[config.mk]
export PLATFORM = sky130hd
export DESIGN_NAME = bitmap_block_allocator
export DESIGN_NICKNAME = d
export VERILOG_FILES = /design/src/bba_pkg.sv /design/src/bitmap_block_allocator.sv
export SDC_FILE = /design/constraint.sdc
export NUM_CORES = 2
export LEC_CHECK = 0
export BUFFER_PORTS_ARGS = -buffer_cell sky130_fd_sc_hd__buf_2
export CELL_PAD_IN_SITES_DETAIL_PLACEMENT = 1
export CELL_PAD_IN_SITES_GLOBAL_PLACEMENT = 1
export CORE_MARGIN = 5
export CORE_UTILIZATION = 45
export DETAILED_ROUTE_END_ITERATION = 8
export HOLD_SLACK_MARGIN = 0.02
export PLACE_DENSITY_LB_ADDON = 0.1
export SLEW_MARGIN = 20
export SYNTH_ARGS = -nofsm -noshare
export SYNTH_HDL_FRONTEND = slang
export SYNTH_SLANG_ARGS = --single-unit
[constraint.sdc]
create_clock -name clk_i -period 4.51 [get_ports clk_i]
set_input_delay 0.451 -clock clk_i [delete_from_list [all_inputs] [get_ports clk_i]]
set_output_delay 0.451 -clock clk_i [all_outputs]
set_load 0.02 [all_outputs]
[src/bba_pkg.sv]
// shared types and constants of the bitmap block allocator
package bba_pkg;

  localparam int unsigned IN_DATA_W  = 16;
  localparam int unsigned IN_USER_W  = 1;
  localparam int unsigned OUT_DATA_W = 24;
  localparam int unsigned APB_ADDR_W = 2;
  localparam int unsigned APB_DATA_W = 32;

  localparam logic [APB_ADDR_W-1:0] CFG_ADDR_NUM_BLOCKS = 2'd0;
  localparam logic [7:0]            NUM_BLOCKS_RESET    = 8'd128;

  typedef enum logic [0:0] {
    OP_ALLOC   = 1'b0,
    OP_RELEASE = 1'b1
  } op_e;

  typedef enum logic [1:0] {
    STATUS_OK       = 2'd0,
    STATUS_NOSPACE  = 2'd1,
    STATUS_NOTFOUND = 2'd2
  } status_e;

  typedef enum logic [4:0] {
    ST_IDLE    = 5'b00001,
    ST_RECOUNT = 5'b00010,
    ST_ALLOC   = 5'b00100,
    ST_REL     = 5'b01000,
    ST_REPLY   = 5'b10000
  } state_e;

endpackage

[src/bitmap_block_allocator.sv]
// bitmap free-block allocator with owner tags, stream request/result and apb config
//
//  channel  | dir | beat contents
//  s_axis   | in  | request: tuser operation, tdata file tag and block count
//  m_axis   | out | result: status, block valid, block index, freed count, tlast
//  apb      | in  | num_blocks register at byte address 0
//
// allocate: a used-map entry per cycle unless stalled, to min(num_blocks, BLOCK_DEPTH)
// release: one owner-tag read per cycle over all BLOCK_DEPTH entries, then the reply
// zero-block and failed allocates reply through ST_REPLY after the accept beat
// a num_blocks write in idle starts a recount over min(num_blocks, BLOCK_DEPTH) entries
// no request is taken during a recount, and a further write restarts it
// reset clears the used map and sets the free count to min(num_blocks, BLOCK_DEPTH)
// the allocate scan stalls on a free entry while the output holds a result not yet taken
module bitmap_block_allocator #(
  parameter int unsigned BLOCK_DEPTH = 128,
  parameter int unsigned MAX_REQUEST = 64
) (
  input  logic                             clk_i,
  input  logic                             rst_ni,
  input  logic                             s_axis_tvalid,
  output logic                             s_axis_tready,
  // file_tag [7:0], block_count [14:8]
  input  logic [bba_pkg::IN_DATA_W-1:0]    s_axis_tdata,
  // operation [0]
  input  logic [bba_pkg::IN_USER_W-1:0]    s_axis_tuser,
  output logic                             m_axis_tvalid,
  input  logic                             m_axis_tready,
  // status [1:0], block_valid [2], block_index [9:3], freed_count [17:10]
  output logic [bba_pkg::OUT_DATA_W-1:0]   m_axis_tdata,
  output logic                             m_axis_tlast,
  input  logic                             psel,
  input  logic                             penable,
  input  logic                             pwrite,
  input  logic [bba_pkg::APB_ADDR_W-1:0]   paddr,
  input  logic [bba_pkg::APB_DATA_W-1:0]   pwdata,
  output logic [bba_pkg::APB_DATA_W-1:0]   prdata,
  output logic                             pready
);
  import bba_pkg::*;

  localparam int unsigned IDX_W = (BLOCK_DEPTH > 1) ? $clog2(BLOCK_DEPTH) : 1;
  localparam int unsigned CNT_W = $clog2(BLOCK_DEPTH + 1);
  localparam int unsigned NB_W  = (CNT_W > 8) ? CNT_W : 8;

  state_e                 state_q, state_d;
  logic [CNT_W-1:0]       idx_q, idx_d;
  logic [CNT_W-1:0]       free_q, free_d;
  logic [7:0]             num_blocks_q, num_blocks_d;
  logic [BLOCK_DEPTH-1:0] used_q, used_d;
  logic                   pv_q;
  logic [IDX_W-1:0]       pidx_q;
  logic [7:0]             tag_q, tag_d;
  logic [6:0]             want_q, want_d;
  logic [6:0]             k_q, k_d;
  logic [7:0]             freed_q, freed_d;
  status_e                reply_q, reply_d;
  logic [7:0]             tag_mem [BLOCK_DEPTH];
  logic [7:0]             rdata_q;
  logic                   mem_we;

  logic                   out_valid_q;
  status_e                out_status_q, ld_status;
  logic                   out_bvalid_q, ld_bvalid;
  logic [6:0]             out_index_q, ld_index;
  logic [7:0]             out_freed_q, ld_freed;
  logic                   out_last_q, ld_last;
  logic                   out_load;
  logic                   out_free;

  logic                   in_fire;
  logic                   cfg_wr;
  logic [CNT_W-1:0]       act_n;
  logic [NB_W-1:0]        nb_ext;
  logic [IDX_W-1:0]       cur;
  logic                   alloc_last;
  op_e                    in_op;
  logic [7:0]             in_tag;
  logic [6:0]             in_want;

  assign in_op   = op_e'(s_axis_tuser[0]);
  assign in_tag  = s_axis_tdata[7:0];
  assign in_want = s_axis_tdata[14:8];

  assign cfg_wr        = psel && penable && pwrite && (paddr == CFG_ADDR_NUM_BLOCKS);
  assign s_axis_tready = (state_q == ST_IDLE) && !cfg_wr;
  assign in_fire       = s_axis_tvalid && s_axis_tready;
  assign pready        = 1'b1;
  assign prdata        = (paddr == CFG_ADDR_NUM_BLOCKS) ? APB_DATA_W'(num_blocks_q) : '0;

  assign nb_ext = NB_W'(num_blocks_q);
  assign act_n  = (nb_ext > NB_W'(BLOCK_DEPTH)) ? CNT_W'(BLOCK_DEPTH) : CNT_W'(nb_ext);
  assign cur    = idx_q[IDX_W-1:0];
  assign alloc_last = ((k_q + 7'd1) == want_q);
  assign out_free   = !out_valid_q || m_axis_tready;

  always_comb begin
    state_d      = state_q;
    idx_d        = idx_q;
    free_d       = free_q;
    num_blocks_d = num_blocks_q;
    used_d       = used_q;
    tag_d        = tag_q;
    want_d       = want_q;
    k_d          = k_q;
    freed_d      = freed_q;
    reply_d      = reply_q;
    mem_we       = 1'b0;
    out_load     = 1'b0;
    ld_status    = STATUS_OK;
    ld_bvalid    = 1'b0;
    ld_index     = '0;
    ld_freed     = '0;
    ld_last      = 1'b1;
    unique case (state_q)
      ST_IDLE: begin
        if (cfg_wr) begin
          num_blocks_d = pwdata[7:0];
          idx_d        = '0;
          free_d       = '0;
          state_d      = ST_RECOUNT;
        end else if (in_fire) begin
          tag_d   = in_tag;
          want_d  = in_want;
          idx_d   = '0;
          k_d     = '0;
          freed_d = '0;
          if (in_op == OP_RELEASE) begin
            state_d = ST_REL;
          end else if (in_want == 7'd0) begin
            reply_d = STATUS_OK;
            state_d = ST_REPLY;
          end else if ((32'(in_want) > 32'(MAX_REQUEST)) ||
                       (32'(in_want) > 32'(free_q))) begin
            reply_d = STATUS_NOSPACE;
            state_d = ST_REPLY;
          end else begin
            state_d = ST_ALLOC;
          end
        end
      end
      ST_RECOUNT: begin
        if (cfg_wr) begin
          num_blocks_d = pwdata[7:0];
          idx_d        = '0;
          free_d       = '0;
        end else if (idx_q < act_n) begin
          if (!used_q[cur]) begin
            free_d = free_q + CNT_W'(1);
          end
          idx_d = idx_q + CNT_W'(1);
        end else begin
          state_d = ST_IDLE;
        end
      end
      ST_ALLOC: begin
        if (idx_q >= act_n) begin
          state_d = ST_IDLE;
        end else if (used_q[cur]) begin
          idx_d = idx_q + CNT_W'(1);
        end else if (out_free) begin
          used_d[cur] = 1'b1;
          mem_we      = 1'b1;
          free_d      = free_q - CNT_W'(1);
          out_load    = 1'b1;
          ld_status   = STATUS_OK;
          ld_bvalid   = 1'b1;
          ld_index    = 7'(idx_q);
          ld_last     = alloc_last;
          k_d         = k_q + 7'd1;
          idx_d       = idx_q + CNT_W'(1);
          if (alloc_last) begin
            state_d = ST_IDLE;
          end
        end
      end
      ST_REL: begin
        if (idx_q < CNT_W'(BLOCK_DEPTH)) begin
          idx_d = idx_q + CNT_W'(1);
        end
        if (pv_q && used_q[pidx_q] && (rdata_q == tag_q)) begin
          used_d[pidx_q] = 1'b0;
          if (CNT_W'(pidx_q) < act_n) begin
            free_d = free_q + CNT_W'(1);
          end
          if (freed_q != 8'hFF) begin
            freed_d = freed_q + 8'd1;
          end
        end
        if (!pv_q && (idx_q == CNT_W'(BLOCK_DEPTH))) begin
          reply_d = (freed_q == 8'd0) ? STATUS_NOTFOUND : STATUS_OK;
          state_d = ST_REPLY;
        end
      end
      ST_REPLY: begin
        if (out_free) begin
          out_load  = 1'b1;
          ld_status = reply_q;
          ld_freed  = freed_q;
          ld_last   = 1'b1;
          state_d   = ST_IDLE;
        end
      end
      default: state_d = ST_IDLE;
    endcase
  end

  always_ff @(posedge clk_i or negedge rst_ni) begin
    if (!rst_ni) begin
      state_q      <= ST_IDLE;
      idx_q        <= '0;
      free_q       <= (NB_W'(NUM_BLOCKS_RESET) > NB_W'(BLOCK_DEPTH)) ?
                      CNT_W'(BLOCK_DEPTH) : CNT_W'(NUM_BLOCKS_RESET);
      num_blocks_q <= NUM_BLOCKS_RESET;
      used_q       <= '0;
      pv_q         <= 1'b0;
      out_valid_q  <= 1'b0;
    end else begin
      state_q      <= state_d;
      idx_q        <= idx_d;
      free_q       <= free_d;
      num_blocks_q <= num_blocks_d;
      used_q       <= used_d;
      pv_q         <= (state_q == ST_REL) && (idx_q < CNT_W'(BLOCK_DEPTH));
      if (out_load) begin
        out_valid_q <= 1'b1;
      end else if (m_axis_tready) begin
        out_valid_q <= 1'b0;
      end
    end
  end

  always_ff @(posedge clk_i) begin
    tag_q   <= tag_d;
    want_q  <= want_d;
    k_q     <= k_d;
    freed_q <= freed_d;
    reply_q <= reply_d;
    pidx_q  <= cur;
    if (out_load) begin
      out_status_q <= ld_status;
      out_bvalid_q <= ld_bvalid;
      out_index_q  <= ld_index;
      out_freed_q  <= ld_freed;
      out_last_q   <= ld_last;
    end
  end

  // owner tag store, one write and one registered read per cycle
  always_ff @(posedge clk_i) begin
    if (mem_we) begin
      tag_mem[cur] <= tag_q;
    end
    rdata_q <= tag_mem[cur];
  end

  assign m_axis_tvalid = out_valid_q;
  assign m_axis_tdata  = {6'b0, out_freed_q, out_index_q, out_bvalid_q, out_status_q};
  assign m_axis_tlast  = out_last_q;

endmodule
Word level (Yosys, flattened, before mapping). Memories as Yosys holds them, arrays and structs flattened. A register that Yosys moved wholly into a read port is not among the register bits. Index checks and enable logic that the tools add are counted.

Bits in read-only memories: 0. Output and inout bits: 60. Memory bits (writable): 1024. Word-level logic and storage cells: 184. Bits in latches: 0. Bits in registers: 217. Input port bits: 58. Memories: 1.

Equality and inequality tests: 32. Add/sub/neg operators: 5. Bitwise operators: 6. Shift-type cells: 0. $mul: 0. Order comparisons: 11. Divide/modulo/power cells: 0. Reductions and logical operators: 36. Muxes and demuxes: 75.

Memories: tag_mem (words 128, bits a word 8, read ports 1, clocked after Yosys merged registers in 1, wr ports 1, line bitmap_block_allocator.sv:58) `logic [7:0] tag_mem [BLOCK_DEPTH];`.

Operator list (count): two-way mux 128 bit (4); one-hot mux 128 bit (2 select lines) (1); two-way mux 8 bit (22); bitwise AND 128 bit (1); inverter 128 bit (1); OR 128 bit (1); two-way mux 5 bit (13); one-hot mux 8 bit (4 select lines) (2); two-way mux 7 bit (5); != test 2 bit (second input constant) (15); one-hot mux 5 bit (5 select lines) (1); adder 8 x 1 -> 8 bit (second input constant) (3); != test 3 bit (second input constant) (7); AND reduction 6 bit (3); less-than comparator 7 x 8 -> 1 bit (second input constant) (2); one-hot mux 8 bit (2 select lines) (1); binary-select mux 1 bit (select 7 bit) (2); demux 1 bit (select 7 bit) (2); >= comparator 7 x 1 -> 1 bit (second input constant) (2); two-way mux 2 bit (7); one-hot mux 7 bit (2 select lines) (1); two-way mux 1 bit (12); logical AND 1 bit (11); AND reduction 5 bit (2); 35 further kinds (44).

Longest topological paths before layout.
Depth after elaboration: 9. Mapped depth: 17. Gate-level depth less buffers: 12.

Least setup slack after synthesis. Ideal clock, no wire load.

Path type: reg2reg. Start point: reg tag_q[5]. End point: reg freed_q[0] (enable). Arrival time: 3768 ps. Required time: 4126 ps. Path buffers: 1. Stages on the path, launching flop included: 8. Period minus slack after synthesis: 4152 ps. Setup time: 384 ps. Path slack: 358 ps. Cell sequence: edfxtp_1 -> xor2_1 -> nor4_1 -> nand3_1 -> nor4_1 -> o211ai_2 -> buf_2 -> o21ai_0.

Word-level cells in the longest chain between the ends: 4.

RTL lines: from (decl) (line bitmap_block_allocator.sv:53) `logic [7:0] tag_q, tag_d;`; from (signal assigned) (line bitmap_block_allocator.sv:234) `tag_q <= tag_d;`; == test 8 bit (line bitmap_block_allocator.sv:181) `if (pv_q && used_q[pidx_q] && (rdata_q == tag_q)) begin`; logical AND 1 bit (line bitmap_block_allocator.sv:181); != test 2 bit (no source line); AND reduction 5 bit (no source line); to (signal assigned) (line bitmap_block_allocator.sv:237) `freed_q <= freed_d;`; to (decl) (line bitmap_block_allocator.sv:56) `logic [7:0] freed_q, freed_d;`.

No other way between the ends. A chain may end at the register's enable or synchronous reset.

Worst setup path in the final report.
Start point: reg idx_q[0]. End point: mem tag_mem[59][4] (enable).

Word-level cells in the longest chain between the ends: 7. Elaborated cells between the ends (all ways): 8. Those cells by class: 1 x order compare; 7 x mux.

RTL lines: from (decl) (line bitmap_block_allocator.sv:47) `logic [CNT_W-1:0] idx_q, idx_d;`; from (signal assigned) (line bitmap_block_allocator.sv:220) `idx_q <= idx_d;`; binary-select mux 1 bit (select 7 bit) (line bitmap_block_allocator.sv:159) `end else if (used_q[cur]) begin`; two-way mux 1 bit (not written as such) (line bitmap_block_allocator.sv:159); two-way mux 1 bit (line bitmap_block_allocator.sv:159); two-way mux 1 bit (line bitmap_block_allocator.sv:157) `if (idx_q >= act_n) begin`; two-way mux 1 bit; two-way mux 1 bit (line bitmap_block_allocator.sv:251) `if (mem_we) begin`; two-way mux 1 bit (not written as such) (line bitmap_block_allocator.sv:252) `tag_mem[cur] <= tag_q;`; to (decl) (line bitmap_block_allocator.sv:58).

Several ways; a longest one is shown, not always the timed one. The select of a mux whose other input is x is not followed.

==> metrics.yaml <==
sta:
  drv_slew: 0
  rsz0062_at_grt: "no"
  fin_worst_skew_ps: 31.6
  max_freq_mhz: 237
  finalSetupTns_ps: 0
  slew-limit-headroom: 0.240
  period_share: 0.935
  tightest_slew_ps: 1130
  fin_crit_ps: 4220
  hold_viol_final: 0
  setup_viol: 0
placement:
  port_buffers: 61
  hpwl_mm: 103
  gp_congestion: 0.837
clocking:
  ctsHoldBuffers: 26
  cts_root_buf: "clkbuf_16"
  clkTransAtPathRegs_ps: 60
  cts_tree: "done"
  cts.path.max_buffers: 3
  cts_resized: 0
  clock_latency_ps: 750
  htree_levels: 4
  clock-sinks: 1249
  cts_buffers: 134
  postCtsSetupRepairBufs: 0
worst_setup_path:
  r2r_slack_ps: 290
  end_kind: "flop"
  cp_data_required_time_ps: 4940
  cp-start-kind: "flop"
  cp_max_fo: 21
  cp.arrival_ps: 4650
  criticalPathCategory: "reg -> reg"
grt:
  grt_pass1_vias: 34600
  grt_pass1_wl_mm: 238
  grt_start_max_net_pins: 129
  grt_usage: 0.273
  overflow: 0
  antenna_found_initial: 2
layout:
  area_growth_pct: 17.6
  diodes: 0
  drive_gt1_frac: 0.179
  nets: 3732
detailed_routing:
  ant_nets: 0
  routedWlPerCell_um: 31.1
  dr.pass1.iters: 6
  wl_mm: 163
  via_per_inst: 6.33
  drtIter0Drc: 3337
  vias: 33200
  drc: 0
power_and_ir_drop:
  fin_total_pwr_w: 0.0295
  ir_drop_uv: 363
  p_sw_frac: 0.275
  leakage_nw: 19.6
  power_frac_comb: 0.164
  powerDensity_nw_per_um2: 501
  seq_power_share: 0.465
  switchingPower_w: 0.00811
  p_int_w: 0.0214
  p_clk_frac: 0.371
synthesis:
  yosys-top-cells-area: "edfxtp_1 64%, dfrtp_1 7.8%, a22oi_1 5.9%, mux2i_1 2.0%, a31oi_1 1.9%"
  async_flop_share: 0.127
  syn_avg_cell_area_um2: 15.2
  synth_flop_cell: "edfxtp_1"
  synth_seq_area_share: 0.730
  synth_most_common_cell: "edfxtp_1"
  yosys_register_bits: 1249
  synthDominantCellAreaShare: 0.644
  ys_warn_count: 0
  syn-instance-count: 3307
  synth_edf_count: 1075
  synthDistinctLibCells: 66
  syn_area_um2: 50100
  synth_top_area_cell: "edfxtp_1"
  yosys-top-cells-count: "1075 x edfxtp_1, 395 x a22oi_1, 216 x nor2_1"
flow_run:
  maxCapViolCount: 0
floorplan:
  rows: 122
  core_area_um2: 111000
  die_x_um: 344
  initial_core_util: 0.453
  die_y_um: 344
  die_area_um2: 118000
  num_io_pins: 118
worst_hold_path:
  hold_path_class: "in -> reg"
run_status:
  status: "finished clean"
## stage by stage
stage                     hold slack, ps  worst slack, ps  instances  area, um^2   util
after floorplan                      155              358       3336       50200      -
after global placement               477              426       4973       54300  0.491
after detailed placement             495              344       4973       54300  0.491
after CTS                            114              332       5238       58900  0.532
after global routing                 145              197       5238       58900  0.532
final                                179              291       5238       58900  0.532
## per-layer routing
layer / track usage / share of wire / wire, um / up-vias
met5: 0 / 0 / 0 / -
met4: 0.0972 / 0.034 / 5580 / 0
met3: 0.0417 / 0.067 / 11000 / 335
li1: - / - / - / 14100
met2: 0.460 / 0.49 / 80500 / 1377
met1: 0.364 / 0.40 / 65900 / 17400
## kinds of logic (layout without fill, tap and decap cells)
logic type / count (synthesis) / count (layout) / synth area share
other: 2 / 31 / 0.000150
multiplexers: 129 / 129 / 0.0303
buffers and inverters: 291 / 705 / 0.0275
AND/OR/NAND/NOR: 530 / 530 / 0.0519
XOR/XNOR: 30 / 30 / 0.00524
AO/OA/AOI/OAI: 1049 / 1049 / 0.148
flip-flops: 1249 / 1249 / 0.730
adder cells (fa/ha/maj): 27 / 27 / 0.00674
## flip-flops by register name, indices dropped and copies added (netlist names)
| signal | cells |
|---|---|
| freed_q | 8 |
| pidx_q | 7 |
| pv_q | 1 |
| nb_ext | 8 |
| want_q | 7 |
| out_bvalid_q | 1 |
| out_index_q | 7 |
| free_q | 8 |
| rdata_q | 8 |
| idx_q | 8 |
| out_freed_q | 8 |
| state_q | 5 |
| tag_q | 8 |
| tag_mem | 1024 |
| m_axis_tvalid | 1 |
| out_status_q | 2 |
| m_axis_tlast | 1 |
| k_q | 7 |
| reply_q | 2 |
| used_q | 128 |
## path summary, 6_finish.rpt
check,start,end,cells past startpoint
worst max-delay path,idx_q[0]$_DFFE_PN0P_,tag_mem[59][4]$_DFFE_PP_,14
worst min-delay path,m_axis_tready,state_q[4]$_DFFE_PN0P_,4
worst max register to register,idx_q[0]$_DFFE_PN0P_,tag_mem[59][4]$_DFFE_PP_,14
worst min register to register,used_q[58]$_DFFE_PN0P_,used_q[58]$_DFFE_PN0P_,1
max in group asynchronous,rst_ni,used_q[95]$_DFFE_PN0P_,3
min in group asynchronous,rst_ni,nb_ext[4]$_DFFE_PN0P_,2
## power by group through the flow
stage / Clock [W] / Combinational [W] / Sequential, W
detailed placement: 0 / 0.00477 / 0.0140
CTS: 0.0112 / 0.00481 / 0.0137
global route: 0.0117 / 0.00512 / 0.0137
floorplan: 0 / 0.00250 / 0.0142
global placement: 0 / 0.00462 / 0.0139
finish: 0.0110 / 0.00483 / 0.0137
## critical path, stage by stage (launching register included)
cell and delay [ps]:
dfrtp_4 520, buf_12 250, buf_12 210, mux2i_1 200, o22ai_1 110, o21ai_0 330
a41oi_1 230, nor4_2 510, buf_4 230, nand4_1 150, buf_4 240, nand2b_1 190
buf_4 250, nor2_1 220, buf_4 240
## area by class of cell
class / count / area (um^2)
clock inverters: 57 / 641
repair buffers: 445 / 3650
clock buffers: 182 / 3710
multi-input cells: 1796 / 12400
flip-flops and latches: 1249 / 36600
well taps: 1488 / 1860
inverters: 21 / 78.8
fillers: 10600 / 51800
## layout by cell type (no fill, tap or decap), types with 32 or more instances in the layout
cell,Yosys,layout
a22oi_1,395,395
nand3_1,33,33
a22o_1,68,68
clkbuf_1,140,38
a31oi_1,152,152
a21oi_1,137,137
nand4_1,72,72
buf_2,53,60
dfrtp_1,156,153
nor2_1,216,203
mux2i_1,101,101
buf_4,39,327
a41oi_1,32,32
nand2_1,69,68
o22ai_1,40,40
clkbuf_16,0,141
a221oi_1,66,66
edfxtp_1,1075,1075
o21ai_0,56,56
Power figures use the tool's default switching activity.
